### src/rtl/njps_pkg.sv
// shared types and constants of the nearest joint pose selector
package njps_pkg;

  localparam int CFG_IDX_W  = 1;
  localparam int CFG_DATA_W = 5;

  localparam logic [CFG_IDX_W-1:0] CFG_LEFT_COUNT  = 1'b0;
  localparam logic [CFG_IDX_W-1:0] CFG_RIGHT_COUNT = 1'b1;

  localparam logic [1:0] OP_TABLE_WRITE = 2'd0;
  localparam logic [1:0] OP_JOINT_WRITE = 2'd1;
  localparam logic [1:0] OP_SELECT      = 2'd2;

  typedef struct packed {
    logic [1:0]         operation;
    logic               side;
    logic [3:0]         pose_index;
    logic [2:0]         joint_index;
    logic signed [15:0] angle;
  } cmd_word_t;

  typedef struct packed {
    logic [3:0]  left_pose;
    logic [3:0]  right_pose;
    logic [16:0] left_dist;
    logic [16:0] right_dist;
    logic [18:0] abs_total;
    logic [16:0] norm_total;
    logic [15:0] peak_delta;
  } res_word_t;

  typedef struct packed {
    logic busy;
    logic done;
  } sqrt_stat_t;

endpackage

### src/rtl/njps_sqrt.sv
// iterative floored integer square root, one result bit per cycle
module njps_sqrt #(
  parameter int IN_W = 36
) (
  input  logic                     clk,
  input  logic                     rst,
  input  logic                     start,
  input  logic [IN_W-1:0]          value,
  output njps_pkg::sqrt_stat_t     stat,
  output logic [(IN_W+1)/2-1:0]    root
);
  import njps_pkg::*;

  localparam int RT_W  = (IN_W + 1) / 2;
  localparam int SW    = 2 * RT_W;
  localparam int RM_W  = RT_W + 2;
  localparam int CNT_W = $clog2(RT_W + 1);

  logic [SW-1:0]    val;
  logic [RM_W-1:0]  rem;
  logic [RT_W-1:0]  root_q;
  logic [CNT_W-1:0] cnt;
  logic             busy;
  logic             done;

  logic [RM_W-1:0]  rem_sh;
  logic [RM_W-1:0]  trial;
  logic             ge;
  logic [RM_W-1:0]  rem_next;
  logic [RT_W-1:0]  root_next;

  always_comb begin
    rem_sh    = {rem[RT_W-1:0], val[SW-1 -: 2]};
    trial     = {root_q, 2'b01};
    ge        = (rem_sh >= trial);
    rem_next  = ge ? (rem_sh - trial) : rem_sh;
    root_next = {root_q[RT_W-2:0], ge};
  end

  always_ff @(posedge clk) begin
    if (rst) begin
      busy <= 1'b0;
      done <= 1'b0;
      cnt  <= '0;
    end else begin
      done <= 1'b0;
      if (start && !busy) begin
        busy <= 1'b1;
        cnt  <= CNT_W'(RT_W);
      end else if (busy) begin
        cnt <= cnt - 1'b1;
        if (cnt == CNT_W'(1)) begin
          busy <= 1'b0;
          done <= 1'b1;
        end
      end
    end
  end

  always_ff @(posedge clk) begin
    if (start && !busy) begin
      val    <= SW'(value);
      rem    <= '0;
      root_q <= '0;
    end else if (busy) begin
      val    <= val << 2;
      rem    <= rem_next;
      root_q <= root_next;
    end
  end

  assign stat.busy = busy;
  assign stat.done = done;
  assign root      = root_q;

  a_done_after_busy: assert property (@(posedge clk) disable iff (rst)
    done |-> $past(busy))
    else $error("root finished without a running extraction");

  a_start_runs: assert property (@(posedge clk) disable iff (rst)
    (start && !busy) |=> busy)
    else $error("start did not launch the root unit");

  a_done_idle: assert property (@(posedge clk) disable iff (rst)
    done |-> !busy)
    else $error("root unit still busy when reporting done");
endmodule

### config.mk
export PLATFORM = sky130hd
export DESIGN_NAME = njps_sqrt
export DESIGN_NICKNAME = d
export VERILOG_FILES = /design/src/rtl/njps_pkg.sv /design/src/rtl/njps_sqrt.sv
export SDC_FILE = /design/constraint.sdc
export NUM_CORES = 1
export LEC_CHECK = 0
export BUFFER_PORTS_ARGS = -buffer_cell sky130_fd_sc_hd__buf_4
export CORE_ASPECT_RATIO = 1.2
export CORE_UTILIZATION = 50
export CTS_CLUSTER_DIAMETER = 30
export DETAILED_ROUTE_END_ITERATION = 12
export GPL_TIMING_DRIVEN = 0
export PLACE_DENSITY = 0.82
export SLEW_MARGIN = 20
export SYNTH_ARGS = -nofsm -noshare
export SYNTH_HDL_FRONTEND = slang
export SYNTH_SLANG_ARGS = --single-unit
### constraint.sdc
create_clock -name clk -period 2.6 [get_ports clk]
set_input_delay 0.52 -clock clk [delete_from_list [all_inputs] [get_ports clk]]
set_output_delay 0.52 -clock clk [all_outputs]
set_load 0.01 [all_outputs]
==> flow_metrics.tcl <==
set metrics [dict create \
    rows 36 \
    ant_nets 0 \
    cts.sinks 79 \
    post-route-util_pct 62.87 \
    pin_count 59 \
    setup_violations 0 \
    grt_pass1_wl_mm 14.57 \
    rsz0062_at_grt "yes" \
    dieArea_mm2 0.008673 \
    cts_made_buffers 9 \
    grt_max_degree 38 \
    post-route-min-period_ps 2558 \
    ys_ff_latch 79 \
    dp_hpwl_mm 6.371 \
    fin_tns_setup_ps 0 \
    ys_seq_area_share_pct 46.78 \
    die-height_um 101.8 \
    final_cells 561 \
    async_flop_share_pct 0 \
    netlist_instances 382 \
    hp-class "in -> reg" \
    fin_area_mm2 0.005097 \
    ir_worst_vdd_uv 544.1 \
    critPathCaptureType "register" \
    netlist_area_mm2 0.004151 \
    cts_tree "done" \
    final_common_cell "buf_4" \
    layout_common_cells "buf_4 (69), dfxtp_1 (38), edfxtp_1 (36), mux2_2 (34), nand2_1 (32)" \
    ys_types 47 \
    port_buffers 57 \
    cp.arrival_ps 2810 \
    firstDrtPassIters 4 \
    post-place-ws_ps -344.7 \
    worst_slew_pin_slew_ps 887.4 \
    cts.clk_slew.worst_paths_ps 90 \
    core_mm2 0.008108 \
    hold_violations 0 \
    viasPerCell 5.736 \
    nets 522 \
    report.final.slew_viol_count 0 \
    dp.cells 534 \
    crit_path_start_kind "register" \
    ctsHtreeMaxLevel 3 \
    final_layout_size_suffix_gt1_share_pct 34.12 \
    power.total_mw 5.798 \
    area_growth_pct 22.78 \
    drc 0 \
    slew_headroom_pct 40.62 \
    crit_required_ps 2850 \
    wl_mm 9.210 \
    p_per_area_mw_per_mm2 1137 \
    status "finished, final reports clean" \
    fin_ws_ps 41.72 \
    drv_cap 0 \
    track_usage_pct 21.52 \
    grt_pass1_vias 3258 \
    syn_avg_cell_area_um2 10.87 \
    grt_remaining_overflow 0 \
    clockBufferDepth 2 \
    fin_hold_ws_ps 370.9 \
    p_leak_nw 2.035 \
    yosys_warnings 0 \
    critical_path_class "reg -> reg" \
    die_x_um 85.18 \
    cts-root-buf "clkbuf_8" \
    gp_congestion 0.9308 \
    synth_edf_count 36 \
    drt_iter0_drc 215 \
    vias 3218 \
    crit_fanout 5 \
    fin_skew_ps 12.89 \
    initial_core_util_pct 51.20 \
    dpl_cell_area_mm2 0.004726 \
    synth_nets 443 \
    avgRoutedWirePerCell_um 16.42 \
    diodes 0 \
    ys.flop_type "dfxtp_1" \
    antenna_found_initial 0 \
    clock_latency_ps 360 \
    max_freq_ghz 0.3909 \
    period_share_pct 98.40 \
]
layout make-up:
class / count / area (um2)
Timing Repair Buffer: 68 / 528.0
Multi-Input combinational cell: 253 / 2103
Clock inverter: 7 / 55.05
Fill cell: 628 / 3010
Sequential cell: 79 / 1948
Inverter: 30 / 112.6
Tap cell: 95 / 118.9
Buffer: 20 / 107.6
Clock buffer: 9 / 123.9
state kept, by name (all words and copies together), names as in the netlist:
register  cells
val          36
busy          1
cnt           5
done          1
root         18
rem          18
critical path, cell delays in order (launching register included):
cell       delay [ps]
dfxtp_2           390
ha_4              240
a21oi_4           160
o21ai_2            80
or4_4             430
a221oi_4          290
and2_4            230
clkbuf_16         150
mux2_4            290
a22o_1            180
Yosys cell counts, drive strengths merged, types with 2 or more instances:
cell     n  share of area [%]
nor2b    2               0.30
mux2    42                 12
nand2   32                2.9
dfxtp   43                 21
a31oi    2               0.30
xor2     6                1.3
o21ai   19                2.4
a221oi   2               0.84
clkbuf  14                1.3
nor2    14                1.3
nor3b    4               0.72
and2     3               0.51
nor3     6               0.72
a21oi   18                2.3
edfxtp  36                 26
nand4    4               0.60
a21o     2               0.36
o31ai   19                3.4
o21bai   2               0.36
a22o    13                2.7
a32oi    5                1.1
buf      6                1.3
ha      22                6.6
a211oi   3               0.54
xnor2   13                2.7
o21a     4               0.72
inv     30                2.7
nand3    5               0.60
nand2b   3               0.45
path summary, 6_finish.rpt:
check              to  depth (start not counted)  slack [ps]     start
max            rem[4]                          9          40   rem[11]
min              done                          2         370       rst
max reg2reg    rem[4]                          9          40   rem[11]
min reg2reg  root[14]                          2         470  root[13]
routing by layer:
| metal | vias to the layer above | part of all wire, % | routed length [um] | GRT usage [%] |
|---|---|---|---|---|
| li1 | 1542 | - | - | - |
| met1 | 1544 | 41 | 3784 | 25.25 |
| met2 | 107 | 50 | 4571 | 36.35 |
| met3 | 25 | 5.7 | 524 | 4.362 |
| met4 | 0 | 3.6 | 329 | 13.56 |
| met5 | - | 0 | 0 | 0 |
cell families (layout without fill, tap and decap cells):
| family | count (synthesis) | count (layout) | synth area share (%) |
|---|---|---|---|
| XOR/XNOR | 19 | 19 | 4.008 |
| buffers and inverters | 50 | 134 | 5.304 |
| multiplexers | 43 | 43 | 12.36 |
| AND/OR/NAND/NOR | 76 | 76 | 8.710 |
| flip-flops | 79 | 79 | 46.78 |
| AO/OA/AOI/OAI | 93 | 93 | 16.21 |
| adder cells (fa/ha/maj) | 22 | 22 | 6.630 |
where the power goes:
part	switching [mW]	internal, mW	total, mW
sequential	0.135	1.52	1.66
combinational	1.54	1.75	3.29
clock	0.495	0.356	0.850
total	2.17	3.63	5.80
what timing repair did:
action | 4_1_cts | 5_1_grt
cloned | 0 | 1
buffers inserted | 3 | 7
hold buffers | 0 | 0
setup endpoints to repair | 19 | 19
pin swaps | 3 | 6
gates resized for setup | 3 | 17
No activity file was read; power rests on OpenSTA's default activity.
