<file path="config.mk">
export PLATFORM = sky130hd
export DESIGN_NAME = njps_ram
export DESIGN_NICKNAME = d
export VERILOG_FILES = /design/src/rtl/njps_ram.sv
export SDC_FILE = /design/constraint.sdc
export NUM_CORES = 1
export LEC_CHECK = 0
export BUFFER_PORTS_ARGS = -buffer_cell sky130_fd_sc_hd__buf_2
export CAP_MARGIN = 20
export CORE_AREA = 2 2 248 152
export DETAILED_ROUTE_END_ITERATION = 16
export DIE_AREA = 0 0 250 154
export PLACE_DENSITY = 0.75
export SLEW_MARGIN = 0
export SYNTH_ARGS = -nofsm -noshare
export SYNTH_HDL_FRONTEND = slang
export SYNTH_SLANG_ARGS = --single-unit
export TNS_END_PERCENT = 50
</file>
<file path="constraint.sdc">
create_clock -name clk -period 2.95 [get_ports clk]
set_input_delay 0.59 -clock clk [delete_from_list [all_inputs] [get_ports clk]]
set_output_delay 0.59 -clock clk [all_outputs]
set_load 0.02 [all_outputs]
</file>
<file path="src/rtl/njps_ram.sv">
// generic single-port ram with registered read
module njps_ram #(
  parameter int WIDTH = 16,
  parameter int DEPTH = 32
) (
  input  logic                     clk,
  input  logic                     we,
  input  logic [$clog2(DEPTH)-1:0] addr,
  input  logic [WIDTH-1:0]         wdata,
  output logic [WIDTH-1:0]         rdata
);
  logic [WIDTH-1:0] mem [DEPTH];

  always_ff @(posedge clk) begin
    if (we) begin
      mem[addr] <= wdata;
    end
    rdata <= mem[addr];
  end
endmodule

</file>
==> metrics.csv, run 1 <==
metric,value,unit
yosysUniqueCellTypes,25,
grt_pass1_vias,10157,
syn-num-nets,1109,
dieArea,0.03850,mm2
synth_cells,1086,
final-seq-area,0.01570,mm2
clkTransAtPathRegs,60,ps
routabilityCongestion,0.9770,
ir_drop,0.4300,mV
htree_levels,2,
rows,54,
numPortBuffers,38,
avgSynthCellArea,18.46,um2
dr_total_vias,10869,
drt-pass1-iter-count,5,
max-slew-margin-rel,0.4271,
antenna_found_initial,3,
fillCellCount,2508,
yosys_warnings,0,
cap_viol_max_count,0,
die_w,250,um
multiInputGateArea,0.004019,mm2
cts_tree,yes,
grt_setup_unrepaired,no,
required,3340,ps
hold_path_class,in2reg,
synth-seq-area-share,0.7828,
finalClockSkew,21.52,ps
cts.repair.resized,0,
startpoint_type,input port,
cp_max_fo,27,
criticalPathCategory,in2reg,
grtUsageTotal,0.2545,
io_pins,39,
p_leak,0.008010,uW
clk_path_buf_depth,3,
coreArea,0.03608,mm2
finalCritPeriodShare,0.8059,
grt_pass1_wl,70.48,mm
fmax,420.6,MHz
clock-sinks,528,
mostFrequentLayoutCells,"edfxtp_1 (512), mux2i_1 (256), o22ai_1 (127)",
routed_wl,49.00,mm
slew_viol_final,0,
dieHeight,154,um
wl_per_cell,28.72,um
ys_ff_latch,528,
end_kind,flop,
cts_buffers,46,
cts_setup_buffers,0,
setup_viol,0,
utilization,0.6305,
finalInstanceArea,0.02275,mm2
grt_max_degree,45,
ctsHoldBuffers,0,
ant_nets,0,
initialDrtViolationCount,1595,
nets,1214,
finalCriticalPeriod,2377,ps
layout-drive-gt1-share,0.1661,
clk_latency,560,ps
synth_area,0.02005,mm2
hold_viol_final,0,
root_buffer,clkbuf_16,
dp_hpwl,30.59,mm
drc_errors,0,
placed_cell_area,0.02123,mm2
pwr_density_cell,667.4,mW/mm2
final_common_cell,edfxtp_1,
finalSetupTns,0,ps
area_delta_synth_final,13.47,%
status,completed,
arrival,2770,ps
via_per_inst,6.371,
start_util,0.5557,
tightestPinTransition,859.4,ps
gr-total-overflow,0,
worst paths after layout:
kind | cells after the start | slack, ps | endpoint | from
max | 6 | 570 | rdata[7] | addr[2]
min | 1 | 590 | mem[22][15] | wdata[15]
max reg2reg | 4 | 1240 | rdata[6] | mem[7][6]
min reg2reg | 4 | 650 | rdata[2] | mem[6][2]
cell families after synthesis:
| logic type | after synthesis | share of synthesized area |
|---|---|---|
| DFF | 528 | 0.7828 |
| and+or+nand+nor | 109 | 0.03139 |
| AOI/OAI and AO/OA | 128 | 0.04025 |
| muxes | 256 | 0.1278 |
| buffers and inverters | 65 | 0.01772 |
routing by layer:
metal | wire [um] | global-route usage | up-vias
li1 | - | - | 4609
met1 | 21080 | 0.4020 | 5545
met2 | 20190 | 0.3437 | 657
met3 | 6981 | 0.08414 | 56
met4 | 703 | 0.05133 | 2
met5 | 45 | 0 | -
cells in the mapped netlist:
cell       number  area share
buf_1           1     0.00019
o22ai_1       127       0.040
or4_1           1     0.00037
nor2_1         29      0.0054
nand4bb_1       6      0.0034
clkbuf_2        3     0.00075
or3b_2          3      0.0013
edfxtp_1      512        0.77
or4b_1          3      0.0015
mux2i_1       256        0.13
nand4_1         1     0.00031
o22ai_2         1     0.00062
or3_1           1     0.00031
buf_4           2     0.00075
dfxtp_1        16       0.016
clkbuf_1        9      0.0017
nand2_1        18      0.0034
nand3b_1        4      0.0015
nor4_1         32       0.010
buf_6           6      0.0034
buf_2          44       0.011
nor3_1          4      0.0010
nand3_1         2     0.00050
nand4b_1        4      0.0017
or4b_4          1     0.00069
metrics by stage:
stage	hold slack [ps]	instances	setup WS, ps	total power (uW)
2_1_floorplan	576.0	1086	-61.96	8936
3_3_place_gp	630.1	1619	55.44	9301
3_5_place_dp	646.2	1619	140.8	9318
4_1_cts	572.3	1704	713.6	15240
5_1_grt	594.8	1706	548.9	15580
6_report	587.2	1706	572.6	15180
layout make-up:
class	count	area share
Sequential cell	528	0.6899
Multi-Input combinational cell	493	0.1767
Clock buffer	67	0.06033
Timing Repair Buffer	122	0.04037
Tap cell	476	0.02618
Clock inverter	18	0.006325
Antenna cell	2	0.0002200
where the power goes:
part | switching, uW | internal (uW)
Sequential | 44.3 | 8340
Clock | 2600 | 3410
Combinational | 532 | 252
critical path: stages:
cell and delay (ps):
buf_2 370, nand4bb_1 530, buf_4 290, o22ai_1 100
nor4_1 710, nand2_1 150
state kept, by name (all words and copies together), names as in the netlist:
signal  count
rdata      16
mem       512
Power figures use the tool's default switching activity.
==> run 2, diff against run 1 <==
- ABC_AREA: not set -> 1
- CORE_AREA: 2 2 248 152 -> 2 2 259 159
- DIE_AREA: 0 0 250 154 -> 0 0 261 161
- PLACE_DENSITY: 0.75 -> 0.74
- clock period: 2.95 -> 2 ns (I/O delays scaled with it)
==> run 2 against run 1 <==
  * Synthesized cell count up 91%
  * Routed wire length up 7.7%
  * Worst setup slack worse by 270 ps
  * Clock power up 52%
  * Clock-buffer cell count down 2
  * Hold slack worse by 150 ps
  * First-iteration DRC count down 3.9%
  * Via count up 32%
  * Critical path type is now reg2out
  * Core utilization down 0.67 points
  * Sequential share of layout area down 5.8 points
==> metrics.csv, run 2 <==
metric,value,unit,change
pwr_density_cell,927.0,mW/mm2,+39%
routed_wl,52.75,mm,+7.7%
finalCritPeriodShare,0.8482,,
final_common_cell,nand2_1,,
top_register,mem,,
fmax,589.5,MHz,
finalInstanceArea,0.02482,mm2,+9.1%
numPortBuffers,38,,unchanged
grt_pass1_wl,79.99,mm,+14%
hold_path_class,in2reg,,
comb_power_share,0.065,,+0.013
required,1600,ps,-1740 ps
nets,2163,,+78%
met3_usage,0.07957,,-0.004571
yosysUniqueCellTypes,14,,-44%
cts.repair.resized,0,,unchanged
crit_family,flip-flops,,
htree_levels,2,,unchanged
crit_chain,buf_2,,
fillCellCount,3017,,+20%
cp_max_fo,1,,-96%
syn-num-nets,2097,,+89%
largest_reg_flops,512,,unchanged
criticalPathCategory,reg2out,,
root_buffer,clkbuf_16,,
finalClockSkew,12.02,ps,-9.507 ps
arrival,1300,ps,-1470 ps
synth.cells.most_frequent,"nand2_1 (1360), edfxtp_1 (512), nor2_1 (64), buf_2 (49), buf_6 (30)",,
finalCriticalPeriod,1696,ps,
cts_setup_buffers,0,,unchanged
antenna_found_initial,1,,-2
fin_cells,2709,,+59%
wl_per_cell,19.47,um,-32%
sequentialPowerShare,0.537,,-0.015
ff2ff_path_depth,8,,+4
dr_total_vias,14361,,+32%
routabilityCongestion,0.8584,,-12%
placed_cell_area,0.02327,mm2,+9.6%
clk_latency,570,ps,about the same
synth_cells,2074,,+91%
startpoint_type,flop,,
grt_max_degree,68,,+51%
status,completed,,
r2r_start,mem[1][1],,
min_from,wdata[6],,
worstHoldEndpoint,mem[19][6],,
drc_errors,0,,unchanged
grtUsageTotal,0.2557,,+0.001184
slew_viol_final,0,,unchanged
ir_drop,0.7506,mV,+75%
cpPeakStageDelay,470,ps,-240 ps
mostFrequentLayoutCells,"nand2_1 (1360), edfxtp_1 (512), nor2_1 (64)",,
clock-sinks,528,,unchanged
yosysMostFrequentCell,nand2_1,,
coreArea,0.03980,mm2,+10%
synth-seq-area-share,0.7153,,-0.06750
gr-total-overflow,0,,unchanged
drt-pass1-iter-count,5,,unchanged
r2r_setup_slack,600,ps,-640 ps
start_util,0.5513,,-0.004352
utilization,0.6238,,-0.006749
synth_area,0.02194,mm2,+9.4%
power,23010,uW,+52%
yosys-top-cells-area,"edfxtp_1 (70%), nand2_1 (23%), buf_6 (1.5%)",,
avgSynthCellArea,10.58,um2,-43%
clkPwrFrac,0.398,,+0.002
initialDrtViolationCount,1532,,-3.9%
cp.buffers_inverters,1,,-1
dp_hpwl,31.58,mm,+3.2%
ys_ff_latch,528,,unchanged
synthFlopType,edfxtp_1,,
die_w,261,um,+4.4%
p_int,17930,uW,+49%
hold_viol_final,0,,unchanged
cts_tree,yes,,
grt_use_met1,0.3678,,-0.03427
synth-async-reset-ratio,0,,unchanged
rows,57,,+5.6%
dieArea,0.04202,mm2,+9.1%
p_leak,0.01035,uW,+29%
yosys_warnings,0,,unchanged
via_per_inst,5.301,,-17%
layout-drive-gt1-share,0.09325,,-0.07288
dieHeight,161,um,+4.5%
clkTransAtPathRegs,70,ps,about the same
yosysTopAreaCellShare,0.7007,,-0.06612
io_pins,39,,unchanged
area_delta_synth_final,13.14,%,
clk_path_buf_depth,3,,unchanged
yosysTopAreaCell,edfxtp_1,,
tightestPinTransition,810.4,ps,-48.99 ps
end_kind,primary output,,
setup_viol,0,,unchanged
sw_frac_of_total,0.2210,,+0.01178
regToRegEndpoint,rdata[1],,
ant_nets,0,,unchanged
grt_setup_unrepaired,no,,
cap_viol_max_count,0,,unchanged
met2_usage,0.3816,,+0.03792
max-slew-margin-rel,0.4597,,+0.03266
grt_pass1_vias,13913,,+37%
top_usage_layer,met2,,
largestRegisters,"mem (512), rdata (16)",,
whs_path_depth,1,,unchanged
switchingPower,5085,uW,+60%
cts_buffers,46,,unchanged
post-place-cells,2623,,+62%
synth_edf_count,512,,unchanged
ctsHoldBuffers,0,,unchanged
cp_slowest_cell,dfxtp_1,,
run 2: cells by family after synthesis:
| kind of cell | count (synthesis) | synth area share |
|---|---|---|
| and+or+nand+nor | 1436 | 0.2509 |
| DFF | 528 | 0.7153 |
| buffers and inverters | 110 | 0.03376 |
run 2: worst max path at each step:
| stage | depth (start not counted) | slack (ps) | startpoint | to |
|---|---|---|---|---|
| finish | 1 | 300 | rdata[5] | rdata[5] |
| global route | 1 | 280 | rdata[5] | rdata[5] |
| CTS | 1 | 290 | rdata[5] | rdata[5] |
| detailed placement | 12 | -6 | addr[0] | rdata[1] |
| global placement | 12 | 40 | addr[0] | rdata[1] |
| floorplan | 6 | -220 | addr[0] | mem[14][0] |
run 2: power groups by stage:
| stage | clock [uW] | sequential [uW] | combinational, uW |
|---|---|---|---|
| global placement | 0 | 12600 | 1460 |
| global route | 9680 | 12400 | 1660 |
| detailed placement | 0 | 12600 | 1490 |
| floorplan | 0 | 12600 | 816 |
| finish | 9160 | 12400 | 1500 |
| CTS | 9240 | 12400 | 1500 |
run 2: final cells by class:
cell class,instances,area [um2],share of cell area
clock buffers,65,1346,0.05423
flip-flops and latches,528,15700,0.6323
inverters,13,63.81,0.002571
diodes,1,2.502,0.0001008
multi-input cells,1436,5505,0.2218
clock inverters,20,203.9,0.008216
well taps,531,664.4,0.02676
repair buffers,115,1343,0.05408
run 2: metal layers:
layer | vias to the layer above | part of all wire
met2 | 610 | 0.44
met1 | 6833 | 0.43
met4 | 0 | 0.022
met5 | - | 0
met3 | 82 | 0.11
li1 | 6836 | -
run 2: per-stage QoR:
step	TNS [ps]	hold WS (ps)	worst slack [ps]
5_1_grt	0	447.4	280.7
2_1_floorplan	-112120	498.9	-224.3
4_1_cts	0	413.6	285.9
3_3_place_gp	0	691.7	36.95
6_report	0	434.8	303.7
3_5_place_dp	-6.134	707.4	-6.134
==> run 3, diff against run 2 <==
- CORE_AREA: 2 2 259 159 -> 2 2 257 157
- DIE_AREA: 0 0 261 161 -> 0 0 259 159
- PLACE_DENSITY: 0.74 -> 0.73
- clock period: 2 -> 1.65 ns (I/O delays scaled with it)
==> run 3 against run 2 <==
  * First-iteration DRC count increased by 51%
  * Non-clock buffer count is 47 higher
  * Hold slack worse by 270 ps
  * Design area rose by 4.2%
  * Cell count is 1.4% higher
  * Die area fell by 2.0%
  * Register-to-register slack worse by 420 ps
  * Sequential power is 21% higher
  * Critical endpoint is now rdata[7]
==> metrics.csv, run 3 (synthesis gave the netlist of run 2 again) <==
metric,value,unit,change
routed_wl,58.49,mm,+11%
top_register,mem,,
antenna_cells,0,,-1
max-slew-margin-rel,0.7074,,+0.2476
grt_use_met1,0.4419,,+0.07410
switchingPower,6404,uW,+26%
ant_nets,0,,unchanged
nets,2211,,+2.2%
finalClockSkew,20.21,ps,+8.198 ps
setup_viol,0,,unchanged
post-place-cells,2661,,+1.4%
grt_pass1_wl,86.46,mm,+8.1%
area_delta_synth_final,17.89,%,
cp_max_fo,1,,unchanged
finalCritPeriodShare,0.9792,,
rows,56,,-1.8%
cts_tree,yes,,
end_kind,primary output,,
wl_per_cell,21.29,um,+9.3%
layout-drive-gt1-share,0.1276,,+0.03434
met2_usage,0.3935,,+0.01193
clkTransAtPathRegs,60,ps,about the same
drt-pass1-iter-count,6,,+1
pwr_density_cell,1117,mW/mm2,+20%
coreArea,0.03875,mm2,-2.6%
largest_reg_flops,512,,unchanged
worst_slack,34.40,ps,-269.3 ps
grtUsageTotal,0.2864,,+0.03064
startpoint_type,flop,,
hold_viol_final,0,,unchanged
met3_usage,0.08628,,+0.006711
gr-total-overflow,0,,unchanged
criticalPathCategory,reg2out,,
tightestPinTransition,438.5,ps,-371.9 ps
arrival,1290,ps,about the same
fin_cells,2748,,+1.4%
ir_drop,1.054,mV,+40%
hold_path_class,in2reg,,
mostFrequentLayoutCells,"nand2_1 (1360), edfxtp_1 (512), buf_12 (69)",,
io_pins,39,,unchanged
antenna_found_initial,0,,-1
path_depth,1,,unchanged
finalCriticalPeriod,1616,ps,
crit_family,flip-flops,,
comb_power_share,0.075,,+0.010
final_common_cell,nand2_1,,
p_leak,0.01072,uW,+3.6%
ctsHoldBuffers,0,,unchanged
dr_total_vias,14995,,+4.4%
routabilityCongestion,0.9191,,+7.1%
die_w,259,um,-0.77%
largestRegisters,"mem (512), rdata (16)",,
clock-sinks,528,,unchanged
status,completed,,
grt_setup_unrepaired,no,,
initialDrtViolationCount,2312,,+51%
clkPwrFrac,0.407,,+0.009
cpPeakStageDelay,490,ps,+20 ps
cts_setup_buffers,0,,unchanged
dp_hpwl,35.63,mm,+13%
slew_viol_final,0,,unchanged
crit_chain,buf_2,,
clk_path_buf_depth,3,,unchanged
grt_pass1_vias,14052,,+1.0%
fmax,619.0,MHz,
htree_levels,2,,unchanged
grt_max_degree,65,,-4.4%
start_util,0.5663,,+0.01492
pre_cts_ws,-165.9,ps,-159.8 ps
required,1320,ps,-280 ps
ff2ff_path_depth,8,,unchanged
cts_buffers,47,,+2.2%
sw_frac_of_total,0.2217,,+0.0007202
cp.buffers_inverters,1,,unchanged
dieArea,0.04118,mm2,-2.0%
cp_slowest_cell,dfxtp_1,,
via_per_inst,5.457,,+2.9%
numPortBuffers,38,,unchanged
drc_errors,0,,unchanged
cts.repair.resized,0,,unchanged
root_buffer,clkbuf_16,,
whs_path_depth,1,,unchanged
dieHeight,159,um,-1.2%
cap_viol_max_count,0,,unchanged
clk_latency,570,ps,about the same
finalSetupTns,0,ps,unchanged
top_usage_layer,met1,,
p_int,22480,uW,+25%
sequentialPowerShare,0.518,,-0.019
[run 3: cell type report]
cell class	count	area, um2
timing repair buffer	162	1996
inverter	13	78.83
clock buffer	68	1388
multi-input combinational	1436	5786
sequential	528	15700
tap	522	653.1
fill	2733	12880
clock inverter	19	271.5
[run 3: through the flow]
stage | utilization | hold WS [ps] | total power (uW) | instance area (um2)
4_1_cts | 0.6676 | 150.5 | 28930 | 25870
3_3_place_gp | 0.6248 | 717.6 | 17340 | 24210
6_report | 0.6676 | 162.5 | 28880 | 25870
5_1_grt | 0.6676 | 174.0 | 29610 | 25870
2_1_floorplan | - | 428.9 | 16350 | 22270
3_5_place_dp | 0.6248 | 720.2 | 17370 | 24210
[run 3: power by group through the flow]
stage	clock, uW	sequential, uW	combinational [uW]
2_1_floorplan	0	15300	1050
3_3_place_gp	0	15200	2090
3_5_place_dp	0	15300	2120
4_1_cts	11800	15000	2140
5_1_grt	12300	15000	2340
6_report	11700	15000	2170
[run 3: layer usage]
metal | share of wire | vias to the layer above | wire length (um)
met3 | 0.14 | 111 | 7909
met4 | 0.026 | 0 | 1510
li1 | - | 6955 | -
met1 | 0.42 | 7041 | 24590
met2 | 0.42 | 888 | 24480
met5 | 0 | - | 0
[run 3: final timing paths]
path,from,end,slack [ps]
setup / recovery,rdata[7],rdata[7],30
hold / removal,wdata[6],mem[8][6],160
setup reg to reg,mem[5][14],rdata[14],180
hold reg to reg,mem[22][13],rdata[13],730
